**src/rtl/core/alis_pkg.sv**
```systemverilog
// Shared constants, codes and controller/datapath link types for the array list block.
`default_nettype none

package alis_pkg;

    localparam int CAPACITY = 64;
    localparam int ADDR_W   = $clog2(CAPACITY);
    localparam int COUNT_W  = 7;
    localparam int DATA_W   = 32;
    localparam int CMD_W    = 2;
    localparam int STATUS_W = 2;

    typedef enum logic [CMD_W-1:0] {
        CMD_APPEND = 2'd0,
        CMD_INSERT = 2'd1,
        CMD_READ   = 2'd2,
        CMD_SORT   = 2'd3
    } alis_cmd_t;

    typedef enum logic [STATUS_W-1:0] {
        ST_OK    = 2'd0,
        ST_FULL  = 2'd1,
        ST_RANGE = 2'd2
    } alis_status_t;

    typedef enum logic [2:0] {
        S_IDLE,
        S_DECODE,
        S_INSERT,
        S_READ,
        S_SORT,
        S_DONE
    } alis_state_t;

    typedef enum logic [3:0] {
        DP_NOP,
        DP_LOAD,
        DP_APPEND,
        DP_INS_INIT,
        DP_INS_STEP,
        DP_READ_ISSUE,
        DP_READ_CAPTURE,
        DP_SORT_INIT,
        DP_SORT_STEP
    } alis_dp_op_t;

    typedef struct packed {
        alis_dp_op_t  op;
        logic         st_en;
        alis_status_t st;
        logic         out_load;
    } alis_ctl_t;

    typedef struct packed {
        alis_cmd_t cmd;
        logic      full;
        logic      pos_gt_cnt;
        logic      pos_ge_cnt;
        logic      few;
        logic      ins_done;
        logic      sort_done;
    } alis_stat_t;

endpackage

`default_nettype wire

```
**src/rtl/core/alis_if.sv**
```systemverilog
// Valid/ready channel interfaces for command items and result items.
`default_nettype none

interface alis_cmd_if;
    logic                                valid;
    logic                                ready;
    logic [alis_pkg::CMD_W-1:0]          command;
    logic signed [alis_pkg::DATA_W-1:0]  data;
    logic [alis_pkg::COUNT_W-1:0]        position;

    modport source (output valid, output command, output data, output position, input ready);
    modport sink   (input valid, input command, input data, input position, output ready);
endinterface

interface alis_res_if;
    logic                                valid;
    logic                                ready;
    logic signed [alis_pkg::DATA_W-1:0]  value;
    logic [alis_pkg::COUNT_W-1:0]        count;
    logic [alis_pkg::STATUS_W-1:0]       status;

    modport source (output valid, output value, output count, output status, input ready);
    modport sink   (input valid, input value, input count, input status, output ready);
endinterface

`default_nettype wire

```
**src/rtl/core/array_list_insert_sort_top.sv**
```systemverilog
// Top level of the bounded array list with insert, read and bubble sort.
//
//  channel  direction  payload                   transaction
//  cmd      in         command, data, position   valid && ready
//  res      out        value, count, status      valid && ready
//
// One command transaction at a time; ready is high only while idle.
// Sort of fewer than two entries leaves the list as it is; insert moves each word from
// the position up by one slot, and sort of n entries runs bubble passes of length n-1
// down to 1, all through the single RAM read and write ports.
// Reset clears the count; element storage is not cleared.
// A stalled result holds in the output register while the next command is accepted.
`default_nettype none

module array_list_insert_sort_top (
    input  wire logic    clk,
    input  wire logic    rst_n,
    alis_cmd_if.sink     cmd,
    alis_res_if.source   res
);

    alis_pkg::alis_ctl_t  ctl;
    alis_pkg::alis_stat_t stat;

    alis_ctrl u_ctrl (
        .clk       (clk),
        .rst_n     (rst_n),
        .in_valid  (cmd.valid),
        .in_ready  (cmd.ready),
        .out_valid (res.valid),
        .out_ready (res.ready),
        .stat      (stat),
        .ctl       (ctl)
    );

    alis_datapath u_dp (
        .clk      (clk),
        .rst_n    (rst_n),
        .ctl      (ctl),
        .stat     (stat),
        .command  (cmd.command),
        .data     (cmd.data),
        .position (cmd.position),
        .value    (res.value),
        .count    (res.count),
        .status   (res.status)
    );

endmodule

`default_nettype wire

```
**src/rtl/core/alis_ram.sv**
```systemverilog
// Generic single-write, single-read RAM with registered read data.
`default_nettype none

module alis_ram #(
    parameter int WIDTH = 32,
    parameter int DEPTH = 64
) (
    input  wire logic                       clk,
    input  wire logic                       we,
    input  wire logic [$clog2(DEPTH)-1:0]   waddr,
    input  wire logic [WIDTH-1:0]           wdata,
    input  wire logic                       re,
    input  wire logic [$clog2(DEPTH)-1:0]   raddr,
    output logic      [WIDTH-1:0]           rdata
);

    logic [WIDTH-1:0] mem_reg [DEPTH];

    always_ff @(posedge clk)
    begin
        if (we)
        begin
            mem_reg[waddr] <= wdata;
        end
        if (re)
        begin
            rdata <= mem_reg[raddr];
        end
    end

endmodule

`default_nettype wire

```
**src/rtl/core/alis_datapath.sv**
```systemverilog
// Datapath: item registers, element count, walk pointers and the element RAM.
`default_nettype none

module alis_datapath (
    input  wire logic                                clk,
    input  wire logic                                rst_n,
    input  wire alis_pkg::alis_ctl_t                 ctl,
    output alis_pkg::alis_stat_t                     stat,
    input  wire logic [alis_pkg::CMD_W-1:0]          command,
    input  wire logic signed [alis_pkg::DATA_W-1:0]  data,
    input  wire logic [alis_pkg::COUNT_W-1:0]        position,
    output logic signed [alis_pkg::DATA_W-1:0]       value,
    output logic [alis_pkg::COUNT_W-1:0]             count,
    output logic [alis_pkg::STATUS_W-1:0]            status
);

    localparam int AW = alis_pkg::ADDR_W;
    localparam int CW = alis_pkg::COUNT_W;
    localparam int DW = alis_pkg::DATA_W;

    // control state
    logic [CW-1:0]          count_reg, count_next;
    logic                   rv_reg, rv_next;

    // payload and walk registers
    alis_pkg::alis_cmd_t    cmd_reg, cmd_next;
    logic signed [DW-1:0]   data_reg, data_next;
    logic [CW-1:0]          pos_reg, pos_next;
    logic [CW-1:0]          ptr_reg, ptr_next;
    logic [AW-1:0]          wa_reg, wa_next;
    logic [AW-1:0]          last_reg, last_next;
    logic signed [DW-1:0]   cur_reg, cur_next;
    logic signed [DW-1:0]   value_reg, value_next;
    alis_pkg::alis_status_t st_reg, st_next;
    logic signed [DW-1:0]   out_value_reg, out_value_next;
    logic [CW-1:0]          out_count_reg, out_count_next;
    alis_pkg::alis_status_t out_st_reg, out_st_next;

    // RAM port
    logic                   we, re;
    logic [AW-1:0]          waddr, raddr;
    logic [DW-1:0]          wdata, rdata;
    logic signed [DW-1:0]   rword;

    logic                   ins_more, sort_more;
    logic [CW-1:0]          cnt_m1;

    assign rword     = $signed(rdata);
    assign ins_more  = (ptr_reg < count_reg);
    assign sort_more = (ptr_reg <= CW'(last_reg));
    assign cnt_m1    = count_reg - CW'(1);

    alis_ram #(
        .WIDTH (DW),
        .DEPTH (alis_pkg::CAPACITY)
    ) u_ram (
        .clk   (clk),
        .we    (we),
        .waddr (waddr),
        .wdata (wdata),
        .re    (re),
        .raddr (raddr),
        .rdata (rdata)
    );

    always_comb
    begin
        stat.cmd        = cmd_reg;
        stat.full       = (count_reg == CW'(alis_pkg::CAPACITY));
        stat.pos_gt_cnt = (pos_reg > count_reg);
        stat.pos_ge_cnt = (pos_reg >= count_reg);
        stat.few        = (count_reg < CW'(2));
        stat.ins_done   = !ins_more && !rv_reg;
        stat.sort_done  = !sort_more && !rv_reg && (last_reg == AW'(1));
    end

    always_comb
    begin
        count_next     = count_reg;
        rv_next        = rv_reg;
        cmd_next       = cmd_reg;
        data_next      = data_reg;
        pos_next       = pos_reg;
        ptr_next       = ptr_reg;
        wa_next        = wa_reg;
        last_next      = last_reg;
        cur_next       = cur_reg;
        value_next     = value_reg;
        st_next        = ctl.st_en ? ctl.st : st_reg;
        out_value_next = out_value_reg;
        out_count_next = out_count_reg;
        out_st_next    = out_st_reg;
        we             = 1'b0;
        waddr          = count_reg[AW-1:0];
        wdata          = data_reg;
        re             = 1'b0;
        raddr          = ptr_reg[AW-1:0];

        case (ctl.op)
            alis_pkg::DP_LOAD:
            begin
                cmd_next   = alis_pkg::alis_cmd_t'(command);
                data_next  = data;
                pos_next   = position;
                value_next = '0;
            end
            alis_pkg::DP_APPEND:
            begin
                we         = 1'b1;
                waddr      = count_reg[AW-1:0];
                wdata      = data_reg;
                count_next = count_reg + CW'(1);
            end
            alis_pkg::DP_INS_INIT:
            begin
                ptr_next = pos_reg;
                cur_next = data_reg;
                rv_next  = 1'b0;
            end
            alis_pkg::DP_INS_STEP:
            begin
                // carry the displaced word one slot up per cycle
                if (ins_more)
                begin
                    re       = 1'b1;
                    raddr    = ptr_reg[AW-1:0];
                    ptr_next = ptr_reg + CW'(1);
                    wa_next  = ptr_reg[AW-1:0];
                end
                rv_next = ins_more;
                if (rv_reg)
                begin
                    we       = 1'b1;
                    waddr    = wa_reg;
                    wdata    = cur_reg;
                    cur_next = rword;
                end
                else if (!ins_more)
                begin
                    we         = 1'b1;
                    waddr      = count_reg[AW-1:0];
                    wdata      = cur_reg;
                    count_next = count_reg + CW'(1);
                end
            end
            alis_pkg::DP_READ_ISSUE:
            begin
                re    = 1'b1;
                raddr = pos_reg[AW-1:0];
            end
            alis_pkg::DP_READ_CAPTURE:
            begin
                value_next = rword;
            end
            alis_pkg::DP_SORT_INIT:
            begin
                ptr_next  = '0;
                last_next = cnt_m1[AW-1:0];
                rv_next   = 1'b0;
            end
            alis_pkg::DP_SORT_STEP:
            begin
                if (sort_more)
                begin
                    re       = 1'b1;
                    raddr    = ptr_reg[AW-1:0];
                    ptr_next = ptr_reg + CW'(1);
                    wa_next  = ptr_reg[AW-1:0];
                end
                rv_next = sort_more;
                if (rv_reg)
                begin
                    // hold the larger word, write back the smaller one behind it
                    if (wa_reg == '0)
                    begin
                        cur_next = rword;
                    end
                    else if (cur_reg > rword)
                    begin
                        we    = 1'b1;
                        waddr = wa_reg - AW'(1);
                        wdata = rword;
                    end
                    else
                    begin
                        we       = 1'b1;
                        waddr    = wa_reg - AW'(1);
                        wdata    = cur_reg;
                        cur_next = rword;
                    end
                end
                else if (!sort_more)
                begin
                    // end of pass: park the largest word and shorten the walk
                    we        = 1'b1;
                    waddr     = last_reg;
                    wdata     = cur_reg;
                    last_next = last_reg - AW'(1);
                    ptr_next  = '0;
                end
            end
            default:
            begin
            end
        endcase

        if (ctl.out_load)
        begin
            out_value_next = value_reg;
            out_count_next = count_reg;
            out_st_next    = st_reg;
        end
    end

    always_ff @(posedge clk or negedge rst_n)
    begin
        if (!rst_n)
        begin
            count_reg <= '0;
            rv_reg    <= 1'b0;
        end
        else
        begin
            count_reg <= count_next;
            rv_reg    <= rv_next;
        end
    end

    always_ff @(posedge clk)
    begin
        cmd_reg       <= cmd_next;
        data_reg      <= data_next;
        pos_reg       <= pos_next;
        ptr_reg       <= ptr_next;
        wa_reg        <= wa_next;
        last_reg      <= last_next;
        cur_reg       <= cur_next;
        value_reg     <= value_next;
        st_reg        <= st_next;
        out_value_reg <= out_value_next;
        out_count_reg <= out_count_next;
        out_st_reg    <= out_st_next;
    end

    assign value  = out_value_reg;
    assign count  = out_count_reg;
    assign status = out_st_reg;

endmodule

`default_nettype wire

```
**src/rtl/core/alis_ctrl.sv**
```systemverilog
// Controller: command sequencing state machine and the handshake on both channels.
`default_nettype none

module alis_ctrl (
    input  wire logic                  clk,
    input  wire logic                  rst_n,
    input  wire logic                  in_valid,
    output logic                       in_ready,
    output logic                       out_valid,
    input  wire logic                  out_ready,
    input  wire alis_pkg::alis_stat_t  stat,
    output alis_pkg::alis_ctl_t        ctl
);

    alis_pkg::alis_state_t state_reg, state_next;
    logic                  out_valid_reg, out_valid_next;

    always_ff @(posedge clk or negedge rst_n)
    begin
        if (!rst_n)
        begin
            state_reg     <= alis_pkg::S_IDLE;
            out_valid_reg <= 1'b0;
        end
        else
        begin
            state_reg     <= state_next;
            out_valid_reg <= out_valid_next;
        end
    end

    always_comb
    begin
        state_next     = state_reg;
        out_valid_next = out_valid_reg && !out_ready;
        in_ready       = 1'b0;
        ctl.op         = alis_pkg::DP_NOP;
        ctl.st_en      = 1'b0;
        ctl.st         = alis_pkg::ST_OK;
        ctl.out_load   = 1'b0;

        case (state_reg)
            alis_pkg::S_IDLE:
            begin
                in_ready = 1'b1;
                if (in_valid)
                begin
                    ctl.op     = alis_pkg::DP_LOAD;
                    state_next = alis_pkg::S_DECODE;
                end
            end
            alis_pkg::S_DECODE:
            begin
                ctl.st_en  = 1'b1;
                state_next = alis_pkg::S_DONE;
                case (stat.cmd)
                    alis_pkg::CMD_APPEND:
                    begin
                        if (stat.full)
                        begin
                            ctl.st = alis_pkg::ST_FULL;
                        end
                        else
                        begin
                            ctl.op = alis_pkg::DP_APPEND;
                        end
                    end
                    alis_pkg::CMD_INSERT:
                    begin
                        // range check wins over the full check
                        if (stat.pos_gt_cnt)
                        begin
                            ctl.st = alis_pkg::ST_RANGE;
                        end
                        else if (stat.full)
                        begin
                            ctl.st = alis_pkg::ST_FULL;
                        end
                        else
                        begin
                            ctl.op     = alis_pkg::DP_INS_INIT;
                            state_next = alis_pkg::S_INSERT;
                        end
                    end
                    alis_pkg::CMD_READ:
                    begin
                        if (stat.pos_ge_cnt)
                        begin
                            ctl.st = alis_pkg::ST_RANGE;
                        end
                        else
                        begin
                            ctl.op     = alis_pkg::DP_READ_ISSUE;
                            state_next = alis_pkg::S_READ;
                        end
                    end
                    default:
                    begin
                        if (!stat.few)
                        begin
                            ctl.op     = alis_pkg::DP_SORT_INIT;
                            state_next = alis_pkg::S_SORT;
                        end
                    end
                endcase
            end
            alis_pkg::S_INSERT:
            begin
                ctl.op = alis_pkg::DP_INS_STEP;
                if (stat.ins_done)
                begin
                    state_next = alis_pkg::S_DONE;
                end
            end
            alis_pkg::S_READ:
            begin
                ctl.op     = alis_pkg::DP_READ_CAPTURE;
                state_next = alis_pkg::S_DONE;
            end
            alis_pkg::S_SORT:
            begin
                ctl.op = alis_pkg::DP_SORT_STEP;
                if (stat.sort_done)
                begin
                    state_next = alis_pkg::S_DONE;
                end
            end
            alis_pkg::S_DONE:
            begin
                // advance only once the output register is free
                if (!out_valid_reg || out_ready)
                begin
                    ctl.out_load   = 1'b1;
                    out_valid_next = 1'b1;
                    state_next     = alis_pkg::S_IDLE;
                end
            end
            default:
            begin
                state_next = alis_pkg::S_IDLE;
            end
        endcase
    end

    assign out_valid = out_valid_reg;

endmodule

`default_nettype wire

```
**src/flat_wrapper.sv**
```systemverilog
// flat-port wrapper written by rule: the top's interface ports become plain ports
module array_list_insert_sort_top_flat 
  (clk, rst_n, cmd_valid, cmd_command, cmd_data, cmd_position, cmd_ready, res_valid, res_value, res_count, res_status, res_ready);
  alis_cmd_if cmd_i ();
  alis_res_if res_i ();
  input  wire logic clk;
  input  wire logic rst_n;
  input wire logic [$bits(cmd_i.valid)-1:0] cmd_valid;
  input wire logic [$bits(cmd_i.command)-1:0] cmd_command;
  input wire logic [$bits(cmd_i.data)-1:0] cmd_data;
  input wire logic [$bits(cmd_i.position)-1:0] cmd_position;
  output wire logic [$bits(cmd_i.ready)-1:0] cmd_ready;
  output wire logic [$bits(res_i.valid)-1:0] res_valid;
  output wire logic [$bits(res_i.value)-1:0] res_value;
  output wire logic [$bits(res_i.count)-1:0] res_count;
  output wire logic [$bits(res_i.status)-1:0] res_status;
  input wire logic [$bits(res_i.ready)-1:0] res_ready;
  assign cmd_i.valid = cmd_valid;
  assign cmd_i.command = cmd_command;
  assign cmd_i.data = cmd_data;
  assign cmd_i.position = cmd_position;
  assign cmd_ready = cmd_i.ready;
  assign res_valid = res_i.valid;
  assign res_value = res_i.value;
  assign res_count = res_i.count;
  assign res_status = res_i.status;
  assign res_i.ready = res_ready;
  array_list_insert_sort_top u_core (.clk(clk), .rst_n(rst_n), .cmd(cmd_i), .res(res_i));
endmodule
```
**config.mk**
```make
export PLATFORM = sky130hd
export DESIGN_NAME = array_list_insert_sort_top_flat
export DESIGN_NICKNAME = d
export VERILOG_FILES = /design/src/rtl/core/alis_pkg.sv /design/src/rtl/core/alis_if.sv /design/src/rtl/core/array_list_insert_sort_top.sv /design/src/rtl/core/alis_ram.sv /design/src/rtl/core/alis_datapath.sv /design/src/rtl/core/alis_ctrl.sv /design/src/flat_wrapper.sv
export SDC_FILE = /design/constraint.sdc
export NUM_CORES = 2
export LEC_CHECK = 0
export ABC_AREA = 1
export BUFFER_PORTS_ARGS = -buffer_cell sky130_fd_sc_hd__buf_4
export CAP_MARGIN = 20
export CELL_PAD_IN_SITES_DETAIL_PLACEMENT = 0
export CELL_PAD_IN_SITES_GLOBAL_PLACEMENT = 2
export CORE_MARGIN = 2
export CORE_UTILIZATION = 25
export CTS_BUF_LIST = sky130_fd_sc_hd__clkbuf_8
export DETAILED_ROUTE_END_ITERATION = 10
export MAX_ROUTING_LAYER = met4
export PLACE_DENSITY = 0.57
export SETUP_SLACK_MARGIN = 0.15
export SYNTH_ARGS = -nofsm -noshare
export SYNTH_HDL_FRONTEND = slang
export SYNTH_SLANG_ARGS = --single-unit
```
**constraint.sdc**
```tcl
create_clock -name clk -period 6.7 [get_ports clk]
set_input_delay 1.34 -clock clk [delete_from_list [all_inputs] [get_ports clk]]
set_output_delay 1.34 -clock clk [all_outputs]
set_load 0.05 [all_outputs]
```
Yosys cells after proc, flatten, opt, wreduce, memory -nomap -nowiden. Memory sizes are Yosys's and may differ from the RTL's. A register that Yosys moved wholly into a read port is not among the register bits. Index checks and enable logic that the tools add are counted.

Bits in read-only memories: 0. Register bits after elaboration: 179. Latch bits: 0. RAM bits: 2048. Word-level logic and storage cells: 158. Output and inout bits: 43. Memories: 1. Bits of input ports: 45.

Memories: u_core.u_dp.u_ram.mem_reg (depth 64, bits a word 32, read ports 1, clocked after memory_dff 1, write ports 1, line alis_ram.sv:17) `logic [WIDTH-1:0] mem_reg [DEPTH];`.

Multiplexer cells: 73. Reductions and logical operators: 27. Equality and inequality tests: 30. $lt $le $gt $ge: 6. Bitwise operators: 0. $add $sub $neg: 5. Shift operators: 0. Div/mod/pow operators: 0. $mul: 0.

Operators by type and width (count): 32-bit two-way mux (10); 32-bit case mux with 2 select lines (2); 32-bit case mux with 3 select lines (1); 6-bit two-way mux (9); 7-bit two-way mux (6); 6-bit case mux with 2 select lines (3); 32-bit > comparator (1); 3-bit two-way mux (10); 7-bit case mux with 4 select lines (1); 2-bit inequality test, second input constant (10); 4-bit case mux with 5 select lines (1); 3-bit case mux with 6 select lines (1); 6-bit by 1-bit subtractor with 6-bit output, second input constant (3); 1-bit two-way mux (17); 4-bit by 3-bit == test with 1-bit output, second input constant (4); 7-bit by 1-bit adder with 7-bit output, second input constant (2); 7-bit case mux with 2 select lines (1); 4-bit case mux with 3 select lines (1); 2-bit two-way mux (5); 1-bit case mux with 3 select lines (3); 3-bit case mux with 3 select lines (1); 3-bit AND reduction (3); 4-bit by 2-bit == test with 1-bit output, second input constant (2); 4-bit AND reduction (2); other kinds (28) (42).

Logic depth before layout (Yosys ltp).
Depth in word-level cells: 9. Depth in mapped cells: 25.

Cells and area by module. A second synthesis with hierarchy kept.

Cell total of the unflattened synthesis: 8046. Area, all modules: 93926.3 µm².

By module, submodules not included: alis_ram (cells an instance 6770, area each 83055.9 µm², times used 1, sequential area each 62459.9 µm²); alis_datapath (cells an instance 1200, area each 10443.8 µm², times used 1, sequential area each 5215.0 µm²); alis_ctrl (cells an instance 76, area each 426.7 µm², times used 1, sequential area each 100.1 µm²).

Worst setup path before layout. OpenSTA, ideal clock, no wires.

Kind: register to register. Start point: reg u_core.u_ctrl.state_reg[0]. End point: reg u_core.u_dp.cur_reg[0], enable pin. Cell stages (with the launch flop): 14. Library setup time: 441 ps. Required time: 6259 ps. Arrival time: 5602 ps. Path buffers: 0. Path slack: 658 ps. Cell sequence: dfrtp_1 nor2_1 inv_1 nor2_1 inv_1 nor2_1 inv_1 nand2_1 nand2_1 inv_1 nand2_1 nand2_1 o21ai_0 a31oi_1.

Cells in the longest elaborated chain, start to end: 5. Elaborated cells between the ends (all ways): 14. Classes of those cells: eq/ne (10); mux (1); reduce/logical (3).

Ends and longest elaborated chain: from (decl) (line alis_ctrl.sv:15) `alis_pkg::alis_state_t state_reg, state_next;`; from (signal assigned) (line alis_ctrl.sv:22) `state_reg <= alis_pkg::S_IDLE;`; from (signal assigned) (line alis_ctrl.sv:27) `state_reg <= state_next;`; 3-bit == test, or another cell as far along (line alis_ctrl.sv:42) `case (state_reg)`; 4-bit case mux with 5 select lines * (line alis_ctrl.sv:42); 4-bit == test, or another cell as far along (line alis_datapath.sv:99) `case (ctl.op)`; 3-bit inequality test (no line), or another cell as far along; 4-bit AND reduction (no line) *; to (signal assigned) (line alis_datapath.sv:237) `cur_reg <= cur_next;`; to (decl) (line alis_datapath.sv:32) `logic signed [DW-1:0] cur_reg, cur_next;`.

Every way passes the cells marked *; elsewhere a longest branch is shown, timed or not. A chain may end at the register's enable or synchronous reset.

Worst setup path in the final report.
Start point: reg u_core.u_dp.count_reg[0]. End point: reg u_core.u_dp.u_ram.rdata[29], read port of u_core.u_dp.u_ram.mem_reg (data pin).

Cells in the longest elaborated chain, start to end: 7. Elaborated cells between the ends (all ways): 18. Classes of those cells: order compare (4); eq/ne (4); mux (10).

Ends and longest elaborated chain: from (decl) (line alis_datapath.sv:22) `logic [CW-1:0] count_reg, count_next;`; from (signal assigned) (line alis_datapath.sv:224) `count_reg <= count_next;`; branches (longest 7 deep; another with 7-bit by 2-bit less-than comparator with 1-bit output); to (decl) (line alis_ram.sv:14) `output logic [WIDTH-1:0] rdata`.

Parallel ways; which one is timed is not known.

==> results.txt <==
- Setup repair after global routing could not meet its margin everywhere.
- Synth async-reset ratio: 0.5312%
- Later-pin clock latency in the skew report: 1.14 ns
- Number of sinks driven by the clock tree: 2259
* Global placement routability congestion: 0.8213
- The share of the Yosys chip area taken by registers is 67.50%.
- Critical path data required time: 7.52 ns
* Min-Delay Path Class: input pin to flop
- WP buf/inv: 4
- In this run the cell area of the synthesized design comes to 0.1004 mm^2.
- Routed wire length: 385300 um
* Slowest Stage Delay on Critical Path: 0.73 ns
- Worst path most repeated cell: sky130_fd_sc_hd__nand3_1
* Proportion of power drawn by the clock network: 20.9%
- Synthesis produced 9701 cells.
- Vias per std cell: 4.533
* Final setup violation count: 0
* Xor-xnor portion of the synthesized cell area: 0.1657%
* Total via count in the routed design: 70860
* Clock Pin Slew Worst Setup and Hold Paths: 0.06 ns
* Number of global-route vias before repair: 69260
- The first global-routing pass estimated 541300 um of wire.
- Top-area cell type share of the netlist area: 67.20%
- Number of maximum-capacitance constraint violations: 0
- Violation count after the first detailed-routing iteration: 6084
- TritonCTS built the clock tree.
- Post-synthesis compound-gate area fraction: 1.748%
- STA classifies the critical path startpoint as a flop.
- Dividing total power by cell area gives a power density of 508.6 mW/mm^2.
- The total overflow left after global routing is 0.
* Combinational share of power: 45.5%
* Adder and majority cell fraction of the synthesized area: 0.7352%
- Placed cell area: 0.1096 mm^2
* Number of levels the H-tree was split into: 5
* Final routed DRC violation total: 0
- Cells with a size suffix above 1 make up 10.05% of the layout.
- In this run the worst path has a maximum fanout of 41.
- The die covers 0.4067 mm^2.
- The number of nets in the synthesized netlist is 9805.
* Final total power: 59.59 mW
- Synth top area cells: sky130_fd_sc_hd__edfxtp_1 67%, sky130_fd_sc_hd__nand3_1 10%, sky130_fd_sc_hd__nand2_1 8.2%, sky130_fd_sc_hd__inv_1 7.1%, sky130_fd_sc_hd__nand3b_1 1.2%
- Global routing used 19.02% of the available tracks across all layers.
- In this run the tightest slew margin relative to its limit is 22.85%.
* TNS Setup: 0 ns
- Detailed-placement wirelength estimate: 217700 um
- Worst vdd rail ir drop: 0.3408 mV
* Fin Hold WS: 0.3853 ns
* Post-synth EDFFs: 2247
- CP top delay family: simple AND/OR/NAND/NOR gates
- First-pass DRT Iterations: 7
- The slowest stage of the critical path is the sky130_fd_sc_hd__nand3_1 cell.
* Post-synthesis average cell area: 10.35 um^2
* Largest buffer count on any clock path: 4
- The floorplan step set the die width to 637.8 um.
- Net count, final: 10130
* Flop pwr share: 33.7%
- Chip Height: 637.8 um
- Largest net degree at the start of global routing: 127
- Area growth from synthesis to final layout: 16.69%
- Min Tclk post-route: 6.146 ns
- The critical path goes through clkinv_1, ha_1, inv_1, nor2_1, nand2_1, nor2_2, nor2_1, nand2_1, nand3_1, nand2_1, nand2_1, nand3_2, nand2_4, buf_4, buf_4, nand3_1, nand3_1, nand3_1, nand3_1, nand3_1, nand3_1, nand2_1.
* Final-report max-slew violation count: 0
- After floorplanning, the core was sized to cover 0.3997 mm^2.
* Initial Utilization: 25.12%
- The register with the most flip-flops in the layout has 2048 of them.
* Flip-flop cell with the highest count after synthesis: sky130_fd_sc_hd__edfxtp_1
* Worst slew pin tran: 1.157 ns
* Average detailed-routed wire length per instance: 24.65 um
- Crit path arrival time: 6.97 ns
- The detail route stage leaves a number of antenna-violating nets equal to 0.
- Dominant combinational cell family by area after synthesis: simple AND/OR/NAND/NOR gates
- Of the total synthesized cell area, the portion taken by AND, OR, NAND and NOR gates is 20.44%.
* Setup crit end kind: flop
* Number of distinct library cells after synthesis: 41
- Area of all placed cells without fillers: 0.1172 mm^2
- Worst setup path category: flop to flop
- Share of cell area taken by muxes after synthesis: 0%
* Std-Cell Rows: 232
- The synthesized design contains 2259 register bits.
* Psw: 27.55 mW
- Root Driver: sky130_fd_sc_hd__clkbuf_8
- Net switching is 46.24% of the power.
* Number of I/O port buffers: 87
- Number of warnings printed during yosys synthesis: 0
- Internal power comes to 32.04 mW.
- The number of antenna violations at the first check in global routing is 16.
- Period Utilization, post-route: 91.73%
- Run status: finished, final reports clean
- TritonCTS Buffers: 421
- LEAKAGE: 48.26 nW
* Achievable frequency: 0.1627 GHz
* Hold Fails Final Rpt: 0
- Across the routed clock network, the largest skew measured is 0.09018 ns.
- Cell accounting for the most synthesized area: sky130_fd_sc_hd__edfxtp_1
- Ports placed on the boundary: 88
==> cell usage in the layout (no fill, tap or decap), types with 6 or more instances in the layout <==
master	count
sky130_fd_sc_hd__bufinv_16	8
sky130_fd_sc_hd__nand2_1	2168
sky130_fd_sc_hd__inv_6	7
sky130_fd_sc_hd__clkinvlp_4	8
sky130_fd_sc_hd__o21ai_0	190
sky130_fd_sc_hd__nand3b_1	161
sky130_fd_sc_hd__nor2_1	107
sky130_fd_sc_hd__clkinv_1	97
sky130_fd_sc_hd__edfxtp_1	2247
sky130_fd_sc_hd__nand4_1	13
sky130_fd_sc_hd__o2111ai_1	6
sky130_fd_sc_hd__a22oi_1	9
sky130_fd_sc_hd__buf_4	330
sky130_fd_sc_hd__buf_12	83
sky130_fd_sc_hd__ha_1	59
sky130_fd_sc_hd__nor3_1	8
sky130_fd_sc_hd__clkbuf_8	435
sky130_fd_sc_hd__a21oi_1	95
sky130_fd_sc_hd__nand2_2	32
sky130_fd_sc_hd__xor2_1	17
sky130_fd_sc_hd__nand3_1	2036
sky130_fd_sc_hd__diode_2	13
sky130_fd_sc_hd__nor2_4	67
sky130_fd_sc_hd__clkinv_2	44
sky130_fd_sc_hd__dfrtp_1	12
sky130_fd_sc_hd__inv_1	2062
==> Yosys cell counts (2+ instances only) <==
master                      instances
sky130_fd_sc_hd__a211oi_1           3
sky130_fd_sc_hd__a21oi_1           97
sky130_fd_sc_hd__a22oi_1            9
sky130_fd_sc_hd__a311oi_1           2
sky130_fd_sc_hd__a31oi_1            5
sky130_fd_sc_hd__buf_1             59
sky130_fd_sc_hd__buf_2            236
sky130_fd_sc_hd__buf_4              8
sky130_fd_sc_hd__clkbuf_1         206
sky130_fd_sc_hd__clkinv_1           3
sky130_fd_sc_hd__dfrtp_1           12
sky130_fd_sc_hd__edfxtp_1        2247
sky130_fd_sc_hd__ha_1              59
sky130_fd_sc_hd__inv_1           1911
sky130_fd_sc_hd__inv_2              4
sky130_fd_sc_hd__nand2_1         2205
sky130_fd_sc_hd__nand3_1         2037
sky130_fd_sc_hd__nand3b_1         161
sky130_fd_sc_hd__nand4_1           13
sky130_fd_sc_hd__nor2_1           173
sky130_fd_sc_hd__nor2_2             3
sky130_fd_sc_hd__nor3_1             8
sky130_fd_sc_hd__nor4_1             4
sky130_fd_sc_hd__o2111ai_1          6
sky130_fd_sc_hd__o211ai_1           5
sky130_fd_sc_hd__o21ai_0          192
sky130_fd_sc_hd__o311ai_0           2
sky130_fd_sc_hd__xnor2_1            2
sky130_fd_sc_hd__xor2_1            17
==> timing repair <==
action,in CTS,in global routing
hold buffers,1,0
endpoints found under the hold margin,12,0
setup buffers,0,2
setup endpoints to repair,0,4
resized for setup,0,1
==> power groups by stage <==
stage	registers (mW)	clock network (mW)	logic, mW
6_report	20.1	12.4	27.1
5_1_grt	20.1	13.4	29.2
4_1_cts	20.0	12.8	27.5
3_5_place_dp	20.3	0	27.4
3_3_place_gp	20.3	0	27.4
2_1_floorplan	20.4	0	13.6
==> cell families (layout without fill, tap and decap cells) <==
kind of cell / count (synthesis) / in the layout
flops: 2259 / 2259
simple gates: 4608 / 4608
fa+ha+maj: 59 / 59
xor+xnor: 19 / 19
buf+inv: 2428 / 3083
other cells: 0 / 13
compound gates: 328 / 328
==> final cells by class <==
type / instances / area [um^2]
clock inverter: 315 / 1514
clock buffer: 435 / 5987
fill: 41280 / 282500
timing repair buffer: 415 / 4177
inverter: 1918 / 7213
antenna: 13 / 32.53
sequential: 2259 / 67780
tap: 5265 / 6588
multi-input combinational: 5014 / 23890
==> final timing paths <==
check	startpoint	end	slack, ns	cells past startpoint
max	u_core.u_dp.count_reg[0]	u_core.u_dp.u_ram.rdata[29]	0.55	22
min	cmd_data[27]	u_core.u_dp.data_reg[27]	0.39	1
max reg2reg	u_core.u_dp.count_reg[0]	u_core.u_dp.u_ram.rdata[29]	0.55	22
min reg2reg	u_core.u_dp.value_reg[6]	u_core.u_dp.value[6]	0.41	0
max in group asynchronous	rst_n	u_core.u_dp.count_reg[0]	5.88	2
min in group asynchronous	rst_n	u_core.u_ctrl.out_valid	0.61	2
==> layer usage <==
layer  up-vias  global-route usage (%)  wire length [um]
li1      32710                       -                 -
met1     35570                   25.13            175000
met2      2044                   30.76            180800
met3       533                   2.490             18830
met4         0                   5.054             10650
met5         -                       -                 0
==> per-stage QoR <==
stage          worst slack, ns  std cells  util (%)
5_1_grt                 0.1466      15630     29.31
3_3_place_gp            0.1230      14870     27.40
6_report                0.5543      15630     29.31
3_5_place_dp            0.2725      14870     27.41
2_1_floorplan           0.6578       9701         -
4_1_cts                 0.2497      15620     29.29
No activity file was read; power rests on OpenSTA's default activity.
